**config.mk**
```make
export PLATFORM = sky130hd
export DESIGN_NAME = golomb_rice_set_membership_match_unit
export DESIGN_NICKNAME = d
export VERILOG_FILES = /design/src/design/gcsm_pkg.sv /design/src/design/gcsm_datapath.sv /design/src/design/gcsm_controller.sv /design/src/design/golomb_rice_set_membership_match_unit.sv
export SDC_FILE = /design/constraint.sdc
export NUM_CORES = 1
export LEC_CHECK = 0
export BUFFER_PORTS_ARGS = -buffer_cell sky130_fd_sc_hd__buf_2
export CORE_MARGIN = 2
export CORE_UTILIZATION = 40
export CTS_CLUSTER_DIAMETER = 50
export DETAILED_ROUTE_END_ITERATION = 16
export PLACE_DENSITY_LB_ADDON = 0.1
export SYNTH_ARGS = -nofsm -noshare
export SYNTH_HDL_FRONTEND = slang
export SYNTH_SLANG_ARGS = --single-unit
```
**constraint.sdc**
```tcl
create_clock -name i_clk -period 3.1 [get_ports i_clk]
set_clock_uncertainty 0.1 [all_clocks]
set_input_delay 0.155 -clock i_clk [delete_from_list [all_inputs] [get_ports i_clk]]
set_output_delay 0.155 -clock i_clk [all_outputs]
set_load 0.02 [all_outputs]
```
**src/design/gcsm_pkg.sv**
```systemverilog
package gcsm_pkg;

    // Configuration register indexes
    localparam logic [1:0] CFG_RICE_P        = 2'd0;
    localparam logic [1:0] CFG_ELEMENT_COUNT = 2'd1;
    localparam logic [1:0] CFG_TARGET_VALUE  = 2'd2;

    // Reset values of the configuration registers
    localparam logic [5:0]  RICE_P_RESET        = 6'd19;
    localparam logic [31:0] ELEMENT_COUNT_RESET = 32'd0;
    localparam logic [63:0] TARGET_VALUE_RESET  = 64'd0;

    // Outcome codes of a result word
    localparam logic [1:0] OUTCOME_FOUND  = 2'd0;
    localparam logic [1:0] OUTCOME_PASSED = 2'd1;
    localparam logic [1:0] OUTCOME_ALL    = 2'd2;
    localparam logic [1:0] OUTCOME_ENDED  = 2'd3;

    // Commands from the controller to the datapath
    typedef struct packed {
        logic       load_byte;    // capture the accepted input word
        logic       bit_step;     // decode the next stream bit
        logic       flush_start;  // open a zero-filled remainder at stream end
        logic       flush_step;   // shift one zero bit into the delta
        logic       add;          // add the finished delta to the running sum
        logic       rearm;        // clear decode state for the next stream
        logic       emit;         // load the result register
        logic       emit_match;
        logic [1:0] emit_code;
    } t_cmd;

    // Status from the datapath to the controller
    typedef struct packed {
        logic cur_bit;      // stream bit decoded next
        logic last;         // captured word closes the stream
        logic in_rem;       // decoding a remainder
        logic left_one;     // one remainder bit left
        logic p_zero;       // rice_p is zero
        logic count_empty;  // element_count is zero
        logic delta_zero;   // quotient or delta register is zero
        logic seen_zero;    // no value decoded yet
        logic sum_eq;       // running sum equals the target
        logic sum_gt;       // running sum is above the target
        logic seen_all;     // decoded count reached element_count
        logic out_busy;     // result register holds a word not yet taken
    } t_status;

endpackage

```
**src/design/gcsm_datapath.sv**
```systemverilog
module gcsm_datapath (
    input  logic               i_clk,
    input  logic               i_rst_n,
    input  logic               i_cfg_we,
    input  logic [1:0]         i_cfg_index,
    input  logic [63:0]        i_cfg_data,
    input  logic [7:0]         i_stream_byte,
    input  logic               i_last_byte,
    input  logic               i_ready,
    input  gcsm_pkg::t_cmd     i_cmd,
    output gcsm_pkg::t_status  o_status,
    output logic               o_valid,
    output logic               o_matched,
    output logic [1:0]         o_outcome,
    output logic [31:0]        o_values_seen
);

    // Configuration registers
    logic [5:0]  r_rice_p;
    logic [31:0] r_element_count;
    logic [63:0] r_target_value;

    // Decode state
    logic [7:0]  r_byte;
    logic        r_last;
    logic [63:0] r_delta;   // quotient count, then delta as remainder bits shift in
    logic [63:0] r_sum;
    logic [5:0]  r_left;
    logic        r_in_rem;
    logic [31:0] r_seen;

    // Result register
    logic        r_out_valid;
    logic        r_out_match;
    logic [1:0]  r_out_code;
    logic [31:0] r_out_seen;

    logic        w_bit;

    assign w_bit = r_byte[7];

    // Write configuration registers
    always_ff @(posedge i_clk) begin
        if (!i_rst_n) begin
            r_rice_p        <= gcsm_pkg::RICE_P_RESET;
            r_element_count <= gcsm_pkg::ELEMENT_COUNT_RESET;
            r_target_value  <= gcsm_pkg::TARGET_VALUE_RESET;
        end else if (i_cfg_we) begin
            case (i_cfg_index)
                gcsm_pkg::CFG_RICE_P:        r_rice_p        <= i_cfg_data[5:0];
                gcsm_pkg::CFG_ELEMENT_COUNT: r_element_count <= i_cfg_data[31:0];
                gcsm_pkg::CFG_TARGET_VALUE:  r_target_value  <= i_cfg_data;
                default: ;
            endcase
        end
    end

    // Capture the input word and shift out one bit per step
    always_ff @(posedge i_clk) begin
        if (i_cmd.load_byte) begin
            r_byte <= i_stream_byte;
            r_last <= i_last_byte;
        end else if (i_cmd.bit_step) begin
            r_byte <= {r_byte[6:0], 1'b0};
        end
    end

    // Decode quotient and remainder, accumulate the sum
    always_ff @(posedge i_clk) begin
        if (!i_rst_n || i_cmd.rearm) begin
            r_delta  <= '0;
            r_sum    <= '0;
            r_left   <= '0;
            r_in_rem <= 1'b0;
            r_seen   <= '0;
        end else if (i_cmd.add) begin
            r_sum    <= r_sum + r_delta;
            r_seen   <= r_seen + 32'd1;
            r_delta  <= '0;
            r_left   <= '0;
            r_in_rem <= 1'b0;
        end else if (i_cmd.bit_step) begin
            if (!r_in_rem) begin
                if (w_bit) begin
                    r_delta <= r_delta + 64'd1;
                end else if (r_rice_p != 6'd0) begin
                    r_in_rem <= 1'b1;
                    r_left   <= r_rice_p;
                end
            end else begin
                r_delta <= {r_delta[62:0], w_bit};
                r_left  <= r_left - 6'd1;
            end
        end else if (i_cmd.flush_start) begin
            r_in_rem <= 1'b1;
            r_left   <= r_rice_p;
        end else if (i_cmd.flush_step) begin
            r_delta <= {r_delta[62:0], 1'b0};
            r_left  <= r_left - 6'd1;
        end
    end

    // Hold a result word until it is taken
    always_ff @(posedge i_clk) begin
        if (!i_rst_n) begin
            r_out_valid <= 1'b0;
        end else if (i_cmd.emit) begin
            r_out_valid <= 1'b1;
        end else if (i_ready) begin
            r_out_valid <= 1'b0;
        end
    end

    always_ff @(posedge i_clk) begin
        if (i_cmd.emit) begin
            r_out_match <= i_cmd.emit_match;
            r_out_code  <= i_cmd.emit_code;
            r_out_seen  <= r_seen;
        end
    end

    // Report status
    always_comb begin
        o_status.cur_bit     = w_bit;
        o_status.last        = r_last;
        o_status.in_rem      = r_in_rem;
        o_status.left_one    = (r_left == 6'd1);
        o_status.p_zero      = (r_rice_p == 6'd0);
        o_status.count_empty = (r_element_count == 32'd0);
        o_status.delta_zero  = (r_delta == 64'd0);
        o_status.seen_zero   = (r_seen == 32'd0);
        o_status.sum_eq      = (r_sum == r_target_value);
        o_status.sum_gt      = (r_sum > r_target_value);
        o_status.seen_all    = (r_seen == r_element_count);
        o_status.out_busy    = r_out_valid && !i_ready;
    end

    assign o_valid       = r_out_valid;
    assign o_matched     = r_out_match;
    assign o_outcome     = r_out_code;
    assign o_values_seen = r_out_seen;

endmodule

```
**src/design/gcsm_controller.sv**
```systemverilog
module gcsm_controller (
    input  logic               i_clk,
    input  logic               i_rst_n,
    input  logic               i_valid,
    output logic               o_ready,
    input  gcsm_pkg::t_status  i_status,
    output gcsm_pkg::t_cmd     o_cmd
);

    typedef enum logic [2:0] {
        ST_IDLE,
        ST_BITS,
        ST_ADD,
        ST_CMP,
        ST_EMIT,
        ST_END,
        ST_FLUSH
    } t_state;

    t_state      r_state, n_state;
    logic [3:0]  r_bits_left, n_bits_left;
    logic        r_decided, n_decided;
    logic        r_flush, n_flush;
    logic        r_emit_match, n_emit_match;
    logic [1:0]  r_emit_code, n_emit_code;

    logic        w_finish;
    logic        w_pending;

    // A value completes on a closing zero with no remainder, or on its last remainder bit
    assign w_finish = (!i_status.in_rem && !i_status.cur_bit && i_status.p_zero) ||
                      (i_status.in_rem && i_status.left_one);

    // A partly decoded value, or none at all, is completed with zeros at stream end
    assign w_pending = i_status.in_rem || !i_status.delta_zero || i_status.seen_zero;

    assign o_ready = (r_state == ST_IDLE);

    // Next state and commands
    always_comb begin
        n_state      = r_state;
        n_bits_left  = r_bits_left;
        n_decided    = r_decided;
        n_flush      = r_flush;
        n_emit_match = r_emit_match;
        n_emit_code  = r_emit_code;
        o_cmd        = '0;
        o_cmd.emit_match = r_emit_match;
        o_cmd.emit_code  = r_emit_code;

        case (r_state)
            ST_IDLE: begin
                if (i_valid) begin
                    o_cmd.load_byte = 1'b1;
                    n_bits_left     = 4'd8;
                    if (r_decided) begin
                        n_state = ST_END;
                    end else if (i_status.count_empty) begin
                        n_emit_match = 1'b0;
                        n_emit_code  = gcsm_pkg::OUTCOME_ENDED;
                        n_state      = ST_EMIT;
                    end else begin
                        n_state = ST_BITS;
                    end
                end
            end
            ST_BITS: begin
                o_cmd.bit_step = 1'b1;
                n_bits_left    = r_bits_left - 4'd1;
                if (w_finish) begin
                    n_state = ST_ADD;
                end else if (r_bits_left == 4'd1) begin
                    n_state = ST_END;
                end
            end
            ST_ADD: begin
                o_cmd.add = 1'b1;
                n_state   = ST_CMP;
            end
            ST_CMP: begin
                n_emit_match = 1'b0;
                if (i_status.sum_eq) begin
                    n_emit_match = 1'b1;
                    n_emit_code  = gcsm_pkg::OUTCOME_FOUND;
                    n_state      = ST_EMIT;
                end else if (i_status.sum_gt) begin
                    n_emit_code = gcsm_pkg::OUTCOME_PASSED;
                    n_state     = ST_EMIT;
                end else if (i_status.seen_all) begin
                    n_emit_code = gcsm_pkg::OUTCOME_ALL;
                    n_state     = ST_EMIT;
                end else if (r_flush) begin
                    n_emit_code = gcsm_pkg::OUTCOME_ENDED;
                    n_state     = ST_EMIT;
                end else if (r_bits_left != 4'd0) begin
                    n_state = ST_BITS;
                end else begin
                    n_state = ST_END;
                end
            end
            ST_EMIT: begin
                if (!i_status.out_busy) begin
                    o_cmd.emit = 1'b1;
                    n_decided  = 1'b1;
                    n_state    = ST_END;
                end
            end
            ST_END: begin
                if (!i_status.last) begin
                    n_state = ST_IDLE;
                end else if (r_decided) begin
                    o_cmd.rearm = 1'b1;
                    n_decided   = 1'b0;
                    n_flush     = 1'b0;
                    n_state     = ST_IDLE;
                end else if (w_pending) begin
                    n_flush = 1'b1;
                    if (i_status.in_rem) begin
                        n_state = ST_FLUSH;
                    end else if (i_status.p_zero) begin
                        n_state = ST_ADD;
                    end else begin
                        o_cmd.flush_start = 1'b1;
                        n_state           = ST_FLUSH;
                    end
                end else begin
                    n_emit_match = 1'b0;
                    n_emit_code  = gcsm_pkg::OUTCOME_ENDED;
                    n_state      = ST_EMIT;
                end
            end
            ST_FLUSH: begin
                o_cmd.flush_step = 1'b1;
                if (i_status.left_one) begin
                    n_state = ST_ADD;
                end
            end
            default: begin
                n_state = ST_IDLE;
            end
        endcase
    end

    // Hold state and control flags
    always_ff @(posedge i_clk) begin
        if (!i_rst_n) begin
            r_state      <= ST_IDLE;
            r_bits_left  <= '0;
            r_decided    <= 1'b0;
            r_flush      <= 1'b0;
            r_emit_match <= 1'b0;
            r_emit_code  <= gcsm_pkg::OUTCOME_FOUND;
        end else begin
            r_state      <= n_state;
            r_bits_left  <= n_bits_left;
            r_decided    <= n_decided;
            r_flush      <= n_flush;
            r_emit_match <= n_emit_match;
            r_emit_code  <= n_emit_code;
        end
    end

endmodule

```
**src/design/golomb_rice_set_membership_match_unit.sv**
```systemverilog
// Golomb-Rice coded set match: feed the set body one byte word at a time, MSB first,
// with i_last_byte on the final word of a stream; the unit returns at most one result
// word per stream (found, passed target, all values decoded, or stream ended / empty
// set) and rearms after the last word. Decoding is bit-serial: each input word is accepted,
// its bits are decoded one at a time, and the word is closed; every completed value adds
// a sum update, then a compare, and loading a result is a step of its own. Once a stream
// is decided, its remaining words are accepted and closed without decoding, and an empty
// set answers without decoding. At the end of a stream an unfinished value is zero-filled
// one bit per cycle, up to rice_p zero bits. A result is held in an output register,
// and the unit stalls only if a new result is due while the previous one is still untaken.
// Write configuration only while the unit is idle between streams.
module golomb_rice_set_membership_match_unit (
    input  logic        i_clk,
    input  logic        i_rst_n,
    // configuration write channel
    input  logic        i_cfg_valid,
    output logic        o_cfg_ready,
    input  logic [1:0]  i_cfg_index,
    input  logic [63:0] i_cfg_data,
    // input words
    input  logic        i_valid,
    output logic        o_ready,
    input  logic [7:0]  i_stream_byte,
    input  logic        i_last_byte,
    // result words
    output logic        o_valid,
    input  logic        i_ready,
    output logic        o_matched,
    output logic [1:0]  o_outcome,
    output logic [31:0] o_values_seen
);

    gcsm_pkg::t_cmd    w_cmd;
    gcsm_pkg::t_status w_status;

    assign o_cfg_ready = 1'b1;

    gcsm_controller u_ctrl (
        .i_clk    (i_clk),
        .i_rst_n  (i_rst_n),
        .i_valid  (i_valid),
        .o_ready  (o_ready),
        .i_status (w_status),
        .o_cmd    (w_cmd)
    );

    gcsm_datapath u_dp (
        .i_clk         (i_clk),
        .i_rst_n       (i_rst_n),
        .i_cfg_we      (i_cfg_valid && o_cfg_ready),
        .i_cfg_index   (i_cfg_index),
        .i_cfg_data    (i_cfg_data),
        .i_stream_byte (i_stream_byte),
        .i_last_byte   (i_last_byte),
        .i_ready       (i_ready),
        .i_cmd         (w_cmd),
        .o_status      (w_status),
        .o_valid       (o_valid),
        .o_matched     (o_matched),
        .o_outcome     (o_outcome),
        .o_values_seen (o_values_seen)
    );

endmodule
```
Word-level counts from Yosys, hierarchy flattened
Index checks and enable logic that the tools add are counted.

Muxes and demuxes: 80. Reductions and logical operators: 42. $lt $le $gt $ge: 1. Shift-type cells: 0. Equal/unequal tests: 26. Multipliers: 0. Add/sub/neg operators: 5. Divide/modulo/power cells: 0. Bitwise operators: 0.

Operator list (number): 64-bit two-way mux (5); 64-bit by 1-bit adder with 64-bit output (second input constant) (1); 64-bit adder (1); 64-bit equality test (1); 64-bit > comparator (1); 32-bit zero test (2); 64-bit zero test (1); 3-bit two-way mux (17); 6-bit two-way mux (6); 1-bit two-way mux (34); 32-bit by 1-bit adder with 32-bit output (second input constant) (1); 32-bit equality test (1); 3-bit case mux with 7 select lines (1); 2-bit two-way mux (10); 8-bit two-way mux (2); 2-bit nonzero test (7); 3-bit AND reduction (4); 2-bit inequality test (second input constant) (5); 3-bit equality test (second input constant) (3); 3-bit by 1-bit inequality test with 1-bit output (second input constant) (3); 2-bit by 1-bit inequality test with 1-bit output (second input constant) (4); 4-bit case mux with 2 select lines (1); 2-bit AND reduction (4); 8-bit AND reduction (1); 26 further kinds (38).

Word-level logic and storage cells: 174. Input port bits: 80. Bits in read-only memories: 0. Memories: 0. Flip-flop bits (word level): 326. RAM bits: 0. Latch bits: 0.

Depth between registers and ports, before layout
Gate-level depths: netlist of run 1.

Depth in word-level cells: 10. Gate-level depth with buffers: 15. Gate-level depth less buffers: 15.

Hierarchy
Synthesis of run 1 repeated with hierarchy kept, for this count alone.

Cells, all modules: 2460. Area total of the unflattened synthesis: 19802.7 um2.

By module, submodules not included: gcsm_datapath (sequential area each 6726.5 um2, instances 1, cells an instance 2354, area each 18934.4 um2); gcsm_controller (sequential area each 240.2 um2, instances 1, cells an instance 104, area each 857.1 um2); golomb_rice_set_membership_match_unit (sequential area each 0.0 um2, instances 1, cells an instance 2, area each 11.3 um2).

Worst setup path before layout of run 1
OpenSTA, ideal clock, no wires.

Path kind: register -> register. Start point: reg u_dp.r_delta[0]. End point: reg u_dp.r_sum[56]. Stages on the path, launching flop included: 16. Setup time: 0.117 ns. Data arrival time: 3.185 ns. Setup slack: -0.302 ns. Path buffers: 0. Path through: dfxtp_1 -> ha_1 -> inv_1 -> fa_1 -> nor2b_1 -> o2111ai_1 -> a21oi_1 -> o211ai_1 -> nand2_1 -> a41oi_2 -> or4_1 -> a21oi_1 -> o21ai_1 -> a21oi_1 -> o21ai_0 -> a32o_1.

Cells in the longest elaborated chain, start to end: 1.

Ends and longest elaborated chain: start: declaration (RTL line gcsm_datapath.sv:26) `logic [63:0] r_delta;`; start signal: assignment (RTL line gcsm_datapath.sv:85) `r_delta <= r_delta + 64'd1;`; start signal: assignment (RTL line gcsm_datapath.sv:91) `r_delta <= {r_delta[62:0], w_bit};`; start signal: assignment (RTL line gcsm_datapath.sv:98) `r_delta <= {r_delta[62:0], 1'b0};`; 64-bit adder (RTL line gcsm_datapath.sv:77) `r_sum <= r_sum + r_delta;`; end signal: assignment (RTL line gcsm_datapath.sv:77); end: declaration (RTL line gcsm_datapath.sv:27) `logic [63:0] r_sum;`.

No other way between the ends. A chain may end at the register's enable or synchronous reset.

Final worst setup path of run 1
Start point: reg u_dp.r_sum[0]. End point: reg u_dp.r_sum[58].

Cells in the longest elaborated chain, start to end: 1.

Ends and longest elaborated chain (RTL line): 64-bit adder (gcsm_datapath.sv:77).

No other way between the ends.

==> results of run 1 <==
[registers in the layout, summed over array words and instances, names as in the netlist, 4 cells and up]
register,flops
u_dp.o_values_seen,32
u_ctrl.r_bits_left,4
u_dp.r_left,6
u_dp.r_rice_p,6
u_dp.r_seen,32
u_dp.r_byte,8
u_dp.r_element_count,32
u_dp.r_sum,64
u_dp.r_delta,64
u_dp.r_target_value,64
[power by group]
group / internal (mW) / switching, mW
clock: 3.56 / 2.17
sequential: 4.69 / 0.220
combinational: 1.41 / 2.35
[layout by cell type (no fill, tap or decap), types with 8 or more instances in the layout]
cell / n
dfxtp_2: 17
mux2i_1: 9
xor2_1: 74
ha_1: 119
inv_1: 81
edfxtp_1: 44
dfxtp_1: 263
nor2b_1: 16
nor2_1: 214
o21ai_1: 9
buf_6: 12
and3_1: 20
nand2b_1: 14
o21a_1: 8
o21bai_1: 11
buf_2: 116
a22oi_1: 31
nand3_1: 37
clkbuf_1: 14
nand4_1: 48
o21ai_0: 113
dlygate4sd3_1: 79
clkbuf_16: 52
a21o_1: 86
nand2_1: 445
or2_2: 9
buf_4: 341
or3_1: 14
a21oi_2: 22
nor3_1: 28
nor4_1: 38
xnor2_1: 30
a211oi_1: 10
a22o_1: 35
ha_4: 15
a31oi_1: 11
a21oi_1: 292
[final cells by class]
class	instances	area, sq um
repair buffers	556	4230
inverters	86	324
clock inverters	22	303
multi-input cells	1929	12300
well taps	615	769
fillers	4425	21200
clock buffers	69	1380
flip-flops and latches	326	7000
[stage by stage]
step | cell area, sq um | hold slack (ns) | setup WS (ns) | setup TNS [ns] | total power [mW]
global placement | 22800 | 0.245 | -0.446 | -7.13 | 8.42
global route | 26300 | 0.0913 | -0.417 | -7.70 | 15.1
floorplan | 19300 | 0.154 | -0.0599 | -0.0763 | 7.12
CTS | 25700 | 0.0451 | -0.219 | -1.81 | 14.3
detailed placement | 22800 | 0.236 | -0.576 | -8.21 | 8.47
finish | 26300 | 0.0816 | -0.285 | -3.38 | 14.4
[cell families (layout without fill, tap and decap cells)]
family | count (synthesis) | count (layout)
compound gates | 711 | 711
other cells | 1 | 1
xor+xnor | 110 | 110
mux | 10 | 10
buf+inv | 211 | 733
flops | 326 | 326
fa+ha+maj | 136 | 136
simple gates | 961 | 961
[per-layer routing]
metal  vias up  routed length, um
met1      9434              30200
met3       121               2980
met4         0               2060
met2       436              30700
li1       9714                  -
met5         -                  0
[critical path: cells and delay by family, from the launching register on]
family | cells | cell delay [ns]
simple gates | 3 | 0.75
fa+ha+maj | 2 | 0.51
buf+inv | 2 | 0.20
compound gates | 9 | 1.35
flops | 1 | 0.36
[timing repair]
item                       4_1_cts  5_1_grt
pin swaps                       49       62
hold buffers                    79        0
setup endpoints to repair       52       57
resized for setup               81       94
hold endpoints to repair       117        0
cloned                           0        1
buffers inserted                15       18
[worst paths after layout]
path | startpoint | endpoint | slack [ns] | cells past startpoint
min | i_cfg_valid | u_dp.r_element_count[11]$_SDFFE_PN0P_ | 0.08 | 5
min reg2reg | u_ctrl.r_emit_code[0]$_SDFFE_PN0P_ | u_dp.o_outcome[0]$_DFFE_PP_ | 0.34 | 0
max | u_dp.r_sum[0]$_SDFFE_PP0P_ | u_dp.r_sum[58]$_SDFFE_PP0P_ | -0.29 | 16
max reg2reg | u_dp.r_sum[0]$_SDFFE_PP0P_ | u_dp.r_sum[58]$_SDFFE_PP0P_ | -0.29 | 16
==> summary.md, run 1 <==
| Metric | Value |
|---|---|
| Vias/cell | `5.47` |
| Crit Path Class | `flip-flop to flip-flop` |
| Mux share of post-synthesis cell area | `0.528%` |
| Synthesized instance count | `2466` |
| FF+latch count, synth | `326` |
| Number of global-route vias before repair | `approximately 19000` |
| RD Place Congestion | `0.934` |
| Max cap viols | `0` |
| Share of the synthesized area in the top cell type | `between 20 and 30%` |
| Mean post-synth cell area | `between 7 and 8 sq um` |
| Fin crit period | `3.39 ns` |
| CTS H-Tree Depth | `2` |
| Most numerous cell in the Yosys netlist | `nand2_1` |
| Post-synth top cells | `451 x nand2_1, 317 x a21oi_1, 282 x dfxtp_1` |
| Cell Rows | `80` |
| Clk_lat worst skew | `about 0.6 ns` |
| Clk root buf | `clkbuf_16` |
| Final hold viol count | `0` |
| Number of synthesized flops with an enable pin | `44` |
| Seq/Total Area, Yosys | `36.3%` |
| M2 GR Usage | `42.7%` |
| Die Span X | `approximately 220 um` |
| Ys async rst share | `0%` |
| Initial antenna violation count | `0` |
| Final core occ | `between 50% and 60%` |
| RSZ-0062 raised after global routing | `yes` |
| Crit path required time | `3.48 ns` |
| WL final | `about 66000 um` |
| Worst EP arrival | `3.76 ns` |
| ANT cells | `0` |
| Dpl hpwl | `47600 um` |
| Core area | `47500 sq um` |
| DR WL/cell | `18.3 um` |
| Placed cells | `3400` |
| Max Fclk | `between 0.2 and 0.3 GHz` |
| Max Buffers Root-to-Sink | `3` |
| CP endpoint kind | `flip-flop` |
| Drc violations | `0` |
| CP dominant cell by count | `a21oi_2` |
| Met3 usage | `4.12%` |
| Worst-margin pin slew | `1.00 ns` |
| Crit path max fanout | `4` |
| Ys Warns | `0` |
| Final WS setup | `-0.285 ns` |
| Port-buffer cells | `116` |
| P per Cell Area | `547 nW/um^2` |
| Share of cells above drive strength 1 | `approximately a quarter` |
| Crit path launch type | `flip-flop` |
| Synth Net Count | `2682` |
| CP max-delay cell | `or4_4` |
| Num ports | `118` |
| Initial core utilization | `between 40% and 50%` |
| M1 GR Usage | `between 30% and 40%` |
| Starting DRT DRC Count | `roughly 1500` |
| Adder-cell area share of the yosys netlist | `under 10%` |
| Worst slew margin | `33.1%` |
| GR Util All Layers | `25.7%` |
| CTS tree | `yes` |
| Dominant cell type by area after synthesis | `dfxtp_1` |
| Pre-antenna DRT Iters | `6` |
| NumNets Final | `3164` |
| Max incr delay on CP | `0.49 ns` |
| Lkg Pwr | `11.4 nW` |
| Mapped Area | `19200 sq um` |
| Simple-gate portion of the synthesized area | `22.3%` |
| GRT Max-Usage Layer | `met2` |
| Final instance count without filler cells | `3603` |
| Worst vdd ir | `560 uV` |
| Die area | `49700 sq um` |
| Global-route wire length before repair | `103000 um` |
| Largest net degree at the start of global routing | `95` |
| ANT nets after route | `0` |
| Area added between synthesis and finish | `37.4%` |
| Most area-consuming cells after synthesis | `dfxtp_1 29%, nand2_1 8.8%, ha_1 8.8%` |
| CTS sink cnt | `326` |
| Post-synthesis xor/xnor area fraction | `5.02%` |
| Primary FF master, synth | `dfxtp_1` |
| Largest family of logic cells by synthesized area | `compound AO/OA/AOI/OAI gates` |
| Synth Area in Compound Gates | `22.6%` |
| Clock transition at path regs | `0.06 ns` |
| Count of different cell masters after synthesis | `75` |
| Period utilisation layout | `109%` |
| Failing checks | `negative setup slack` |
| Critical-path cell list | `ha_4 -> inv_2 -> fa_2 -> nor2b_4 -> o2111ai_4 -> a21oi_2 -> o211ai_1 -> buf_4 -> nand2_4 -> a41oi_4 -> or4_4 -> a21oi_4 -> o21ai_4 -> a21oi_2 -> o21ai_1 -> a32o_1` |
| CTS Buf Count | `just under 50` |
| Die extent in y | `223 um` |
| Final-report setup violation count | `23` |
| Status | `finished with violations` |
| Vias post-DR | `19700` |
| Worst min path class | `primary input to flip-flop` |
| Aggregate global routing overflow | `0` |
| Slew Viols, Final | `0` |
Power figures use the tool's default switching activity.
==> run 2, diff against run 1 <==
--- a/config.mk
+++ b/config.mk
@@ -7,9 +7,10 @@
 export LEC_CHECK = 0
 export BUFFER_PORTS_ARGS = -buffer_cell sky130_fd_sc_hd__buf_2
 export CORE_MARGIN = 2
-export CORE_UTILIZATION = 40
+export CORE_UTILIZATION = 25
 export CTS_CLUSTER_DIAMETER = 50
 export DETAILED_ROUTE_END_ITERATION = 16
+export GPL_ROUTABILITY_DRIVEN = 0
 export PLACE_DENSITY_LB_ADDON = 0.1
 export SYNTH_ARGS = -nofsm -noshare
 export SYNTH_HDL_FRONTEND = slang
==> run 2 against run 1 <==
The run still ends with negative setup slack left. Worst hold slack got worse by 0.024 ns. Sequential power barely moved. Global-route usage fell by 7.6 points. Final cell count rose by 13%. Cell area rose by 4.8%. Wire length rose by 9.9%. First-iteration DRC count fell by 35%. Count of clock-buffer cells in the layout rose by 6. Combinational power rose by 2%. Utilization fell by 19 points. Sequential share of layout area fell by 1.2 points. Largest cell class unchanged. Largest power group unchanged. Highest routed layer unchanged.
==> summary.md, run 2 (same netlist as run 1, synthesis figures left out) <==
| Metric | Value |
|---|---|
| Crit path max fanout | `4` |
| ANT nets after route | `0` |
| Port-buffer cells | `roughly 120` |
| Slew Viols, Final | `0` |
| P per Cell Area | `558 nW/um^2` |
| Crit path required time | `3.53 ns` |
| CTS sink cnt | `326` |
| Area of the multi-input gates | `12400 sq um` |
| Top Registers | `u_dp.r_delta: 64 flops, u_dp.r_sum: 64 flops, u_dp.r_target_value: 64 flops` |
| Max Buffers Root-to-Sink | `3` |
| Max Fclk | `just under 0.3 GHz` |
| Wl on met1 | `33400 um` |
| WL final | `72400 um` |
| Crit Path Class | `flip-flop to flip-flop` |
| Area added between synthesis and finish | `44.0%` |
| Num ports | `118` |
| Hold slack | `0.0578 ns` |
| Pre-antenna DRT Iters | `5` |
| Final instance count without filler cells | `4072` |
| Status | `finished with violations` |
| Dpl hpwl | `54600 um` |
| Lkg Pwr | `11.8 nW` |
| Aggregate global routing overflow | `0` |
| Core area | `75900 sq um` |
| Initial core utilization | `25.2%` |
| Clk root buf | `clkbuf_16` |
| Worst slew margin | `a little over a third` |
| RSZ-0062 raised after global routing | `yes` |
| Worst EP arrival | `3.79 ns` |
| Worst-margin pin slew | `0.968 ns` |
| Fin crit period | `about 3.4 ns` |
| Clk_lat worst skew | `0.61 ns` |
| Worst min path class | `primary input to flip-flop` |
| Number of global-route vias before repair | `19300` |
| NumNets Final | `3212` |
| Fillers | `~8000` |
| DR WL/cell | `17.8 um` |
| Placed cells | `3846` |
| Die Span X | `281 um` |
| Starting DRT DRC Count | `984` |
| Largest net degree at the start of global routing | `93` |
| Period utilisation layout | `108%` |
| Global-route wire length before repair | `112000 um` |
| Met2 WL post-DR | `around 35000 um` |
| CTS Buf Count | `55` |
| Initial antenna violation count | `1` |
| Drc violations | `0` |
| Die extent in y | `~280 um` |
| Setup TNS | `-4.03 ns` |
| Max cap viols | `0` |
| Final hold viol count | `0` |
| Highest metal used | `met4` |
| Vias post-DR | `about 20000` |
| Most frequent cells in the layout | `447 x nand2_1, 359 x buf_4, 288 x a21oi_1` |
| Share of cells above drive strength 1 | `roughly 26%` |
| Worst vdd ir | `roughly 400 uV` |
| Vias/cell | `between 4 and 5` |
| Routed met3 length | `2420 um` |
| CP endpoint kind | `flip-flop` |
| GR Util All Layers | `between 10% and 20%` |
| Die area | `78900 sq um` |
| Clock transition at path regs | `around 0.06 ns` |
| Final WS setup | `-0.261 ns` |
| Register area | `approximately 7000 sq um` |
| Crit path launch type | `flip-flop` |
| Most common cell after layout, fill and taps aside | `nand2_1` |
| CTS H-Tree Depth | `2` |
| Cell Rows | `101` |
| Failing checks | `negative setup slack` |
| CTS tree | `yes` |
| Final-report setup violation count | `27` |
==> run 2: timing repair <==
action / in CTS / in global routing
pin swaps: 53 / 40
setup endpoints to repair: 47 / 55
buffers inserted: 9 / 20
resized for setup: 121 / 78
endpoints found under the hold margin: 117 / 0
hold buffers: 95 / 0
==> run 2: worst paths after layout <==
path / endpoint / from / cells after the start / slack, ns
setup / recovery: u_dp.r_sum[63]$_SDFFE_PP0P_ / u_dp.r_sum[13]$_SDFFE_PP0P_ / 14 / -0.26
hold / removal: u_dp.r_target_value[60]$_SDFFE_PN0P_ / i_cfg_valid / 5 / 0.06
setup reg to reg: u_dp.r_sum[63]$_SDFFE_PP0P_ / u_dp.r_sum[13]$_SDFFE_PP0P_ / 14 / -0.26
hold reg to reg: u_dp.o_matched$_DFFE_PP_ / u_ctrl.r_emit_match$_SDFFE_PN0P_ / 0 / 0.35
==> run 2: routing by layer <==
| metal | vias up | GRT usage [%] |
|---|---|---|
| li1 | 9833 | - |
| met1 | 9460 | 23.7 |
| met2 | 326 | 30.8 |
| met3 | 100 | 2.39 |
| met4 | 0 | 5.61 |
| met5 | - | 0 |
==> run 2: report_power, final <==
part | total (mW) | leakage [nW] | internal (mW) | switching, mW
Clock | 6.64 | 0.953 | 4.27 | 2.36
Sequential | 4.91 | 2.73 | 4.68 | 0.228
Combinational | 3.86 | 8.08 | 1.47 | 2.39
==> run 2: worst max-delay path, cell delays in order (launching register included) <==
cell,delay (ns)
dfxtp_1,0.31
ha_1,0.32
o21ai_0,0.22
a21oi_1,0.14
a211oi_2,0.23
nand3_2,0.17
a2111oi_4,0.43
buf_4,0.18
nor2_4,0.04
o21ai_4,0.18
a31o_4,0.25
a211oi_4,0.08
o21a_1,0.22
o31ai_1,0.20
nor3b_2,0.19
==> run 2: cell type report <==
type                    count  share of cell area (%)
clock buffers              75                    5.60
clock inverters            27                    1.57
repair buffers            598                    16.8
well taps                1030                    4.67
inverters                  86                    1.17
flip-flops and latches    326                    25.4
multi-input cells        1929                    44.8
diodes                      1                 0.00906
==> run 2: through the flow <==
| stage | worst slack [ns] | utilization [%] | power [mW] | area (sq um) |
|---|---|---|---|---|
| 3_3_place_gp | -0.985 | 31.0 | 8.58 | 23600 |
| 4_1_cts | -0.275 | 35.7 | 15.6 | 27100 |
| 6_report | -0.261 | 36.4 | 15.4 | 27600 |
| 3_5_place_dp | -0.957 | 31.0 | 8.62 | 23600 |
| 5_1_grt | -0.462 | 36.4 | 16.2 | 27600 |
| 2_1_floorplan | -0.0599 | - | 7.12 | 19300 |
==> run 3, diff against run 2 <==
--- a/config.mk
+++ b/config.mk
@@ -6,12 +6,13 @@
 export NUM_CORES = 1
 export LEC_CHECK = 0
 export BUFFER_PORTS_ARGS = -buffer_cell sky130_fd_sc_hd__buf_2
+export CORE_ASPECT_RATIO = 1.25
 export CORE_MARGIN = 2
 export CORE_UTILIZATION = 25
 export CTS_CLUSTER_DIAMETER = 50
 export DETAILED_ROUTE_END_ITERATION = 16
 export GPL_ROUTABILITY_DRIVEN = 0
-export PLACE_DENSITY_LB_ADDON = 0.1
+export PLACE_DENSITY = 0.52
 export SYNTH_ARGS = -nofsm -noshare
 export SYNTH_HDL_FRONTEND = slang
 export SYNTH_SLANG_ARGS = --single-unit
==> run 3 against run 2 <==
Non-clock buffer count down 23. Count of clock-buffer cells in the layout down 25. Critical path depth up 1. Final cell count down 2.6%. Total power down 11%. Register-to-register slack better by 0.05 ns. Critical path type unchanged. The flow still finishes with violations (negative setup slack). Worst setup slack better by 0.048 ns.
==> summary.md, run 3 (same netlist as run 1, synthesis figures left out) <==
| Metric | Value |
|---|---|
| Status | `finished with violations` |
| Failing checks | `negative setup slack` |
| Vias/cell | `4.85` |
| Final instance count without filler cells | `a little under 4000` |
| Placement Setup Slack | `-0.530 ns` |
| Cell Rows | `113` |
| Clk root buf | `clkbuf_16` |
| Largest net degree at the start of global routing | `95` |
| Pre-antenna DRT Iters | `5` |
| Drc violations | `0` |
| Clock transition at path regs | `0.06 ns` |
| Fillers | `7908` |
| Worst min path class | `primary input to flip-flop` |
| CP endpoint kind | `flip-flop` |
| CP dominant cell by count | `buf_4` |
| Wl on met1 | `27600 um` |
| Most common cell after layout, fill and taps aside | `nand2_1` |
| Register share of total power | `35.8%` |
| Max Buffers Root-to-Sink | `3` |
| Min-Delay Endpoint | `u_dp.r_rice_p[1]$_SDFFE_PN1P_` |
| Port-buffer cells | `116` |
| Final hold viol count | `0` |
| Area added between synthesis and finish | `39.5%` |
| Highest metal used | `met4` |
| RSZ-0062 raised after global routing | `yes` |
| Met2 WL post-DR | `approximately 34000 um` |
| Sw frac | `33.3%` |
| Starting DRT DRC Count | `about 1100` |
| Max Fclk | `slightly above 0.3 GHz` |
| Logic pwr share | `a little over a quarter` |
| Period utilisation layout | `107%` |
| WHS Path Cells | `5` |
| P per Cell Area | `512 nW/um^2` |
| Register area | `7010 sq um` |
| FF-to-FF Start | `u_dp.r_delta[14]$_SDFFE_PP0P_` |
| ANT nets after route | `0` |
| Num ports | `118` |
| Routed met3 length | `1950 um` |
| Slew Viols, Final | `0` |
| Reg2reg path depth | `15` |
| Lkg Pwr | `11.4 nW` |
| Global-route wire length before repair | `a little over 100000 um` |
| Reg2reg setup slack | `-0.21 ns` |
| CTS tree | `yes` |
| Die area | `roughly 80000 sq um` |
| Most frequent cells in the layout | `447 x nand2_1, 359 x buf_4, 294 x a21oi_1` |
| Critical-path cell list | `ha_4 -> a21oi_4 -> o211ai_1 -> a211oi_2 -> buf_4 -> nand3_4 -> a2111oi_4 -> buf_4 -> nor2_4 -> o21ai_4 -> a31o_4 -> a211oi_4 -> o21a_1 -> o31ai_1 -> nor3b_2` |
| Top Registers | `u_dp.r_delta: 64 flops, u_dp.r_sum: 64 flops, u_dp.r_target_value: 64 flops` |
| Max cap viols | `0` |
| Crit path required time | `3.49 ns` |
| Hold Path Origin | `i_cfg_index[0]` |
| Initial antenna violation count | `0` |
| Worst vdd ir | `~340 uV` |
| GR Util All Layers | `16.2%` |
| Final-report setup violation count | `19` |
| Area of the multi-input gates | `12400 sq um` |
| Worst EP arrival | `about 3.7 ns` |
| Crit path max fanout | `4` |
| CP max-delay cell | `a2111oi_4` |
| ANT cells | `0` |
| WL final | `66000 um` |
| Die Span X | `252 um` |
| Max incr delay on CP | `0.35 ns` |
| Final WS setup | `-0.213 ns` |
| Crit path launch type | `flip-flop` |
| Cell area after layout | `26700 sq um` |
| Share of cells above drive strength 1 | `25.1%` |
| Placed cells | `3794` |
| NumNets Final | `~3200` |
| Clock Power Share | `36.9%` |
| Die extent in y | `314 um` |
| Clk_lat worst skew | `0.56 ns` |
| Dpl hpwl | `between 40000 and 50000 um` |
| Core area | `roughly 76000 sq um` |
| Initial core utilization | `25.3%` |
| DR WL/cell | `around 17 um` |
| CTS H-Tree Depth | `2` |
| Worst slew margin | `between 40% and 50%` |
| Aggregate global routing overflow | `0` |
| Crit Path Class | `flip-flop to flip-flop` |
| FF-to-FF End | `u_dp.r_sum[63]$_SDFFE_PP0P_` |
| Fin crit period | `3.31 ns` |
| CTS sink cnt | `326` |
| Vias post-DR | `between 15000 and 20000` |
| Number of global-route vias before repair | `18700` |
| Worst-margin pin slew | `0.867 ns` |
| P_int | `9.13 mW` |
| Placed cell areas | `~23000 sq um` |
| CTS Buf Count | `41` |
| Switch Pwr | `4.56 mW` |
-- run 3: worst max-delay path by stage --
stage,startpoint,end,slack [ns],depth (start not counted)
finish,u_dp.r_delta[14]$_SDFFE_PP0P_,u_dp.r_sum[63]$_SDFFE_PP0P_,-0.21,15
global route,u_dp.r_sum[0]$_SDFFE_PP0P_,u_dp.r_sum[56]$_SDFFE_PP0P_,-0.36,15
CTS,u_dp.r_sum[14]$_SDFFE_PP0P_,u_dp.r_sum[59]$_SDFFE_PP0P_,-0.21,15
detailed placement,u_dp.r_sum[20]$_SDFFE_PP0P_,u_dp.r_sum[61]$_SDFFE_PP0P_,-0.53,15
global placement,u_dp.r_sum[20]$_SDFFE_PP0P_,u_dp.r_sum[61]$_SDFFE_PP0P_,-0.53,15
floorplan,u_dp.r_delta[30]$_SDFFE_PP0P_,u_dp.r_sum[62]$_SDFFE_PP0P_,-0.06,14
-- run 3: repair_timing --
action,CTS,global route
hold buffers,77,0
endpoints found under the hold margin,117,0
gates resized for setup,81,110
setup buffers,7,16
pin swaps,44,62
endpoints found under the setup margin,53,56
gates cloned,0,0
-- run 3: worst max-delay path: cells and delay by family (launching register included) --
| family | cells | cell delay, ns |
|---|---|---|
| buffers and inverters | 2 | 0.33 |
| AO/OA/AOI/OAI | 9 | 1.91 |
| flip-flops | 1 | 0.34 |
| adder cells (fa/ha/maj) | 1 | 0.25 |
| AND/OR/NAND/NOR | 3 | 0.32 |
-- run 3: metal layers --
layer	track usage, %	vias up
met2	30.7	343
met1	18.6	9066
met4	5.98	0
met3	1.76	112
met5	0	-
li1	-	9728
-- run 3: per-stage QoR --
step                TNS, ns  hold slack (ns)  power (mW)  utilization (%)
floorplan           -0.0763            0.154        7.12                -
global placement      -7.52            0.248        8.53             30.9
detailed placement    -8.49            0.246        8.53             30.9
CTS                   -1.88           0.0485        13.7             34.3
global route          -5.20           0.0972        14.4             35.2
finish                -1.75           0.0695        13.7             35.2
-- run 3: final cells by class --
cell class	instances	share of cell area (%)
Timing Repair Buffer	575	16.4
Multi-Input combinational cell	1929	46.4
Tap cell	977	4.57
Clock inverter	25	1.13
Inverter	86	1.21
Sequential cell	326	26.2
Clock buffer	50	4.15
-- run 3: power by group through the flow --
stage	sequential [mW]	combinational, mW	clock (mW)
floorplan	5.06	2.06	0
global placement	4.98	3.54	0
detailed placement	4.98	3.54	0
CTS	4.89	3.66	5.17
global route	4.93	4.11	5.32
finish	4.90	3.74	5.05
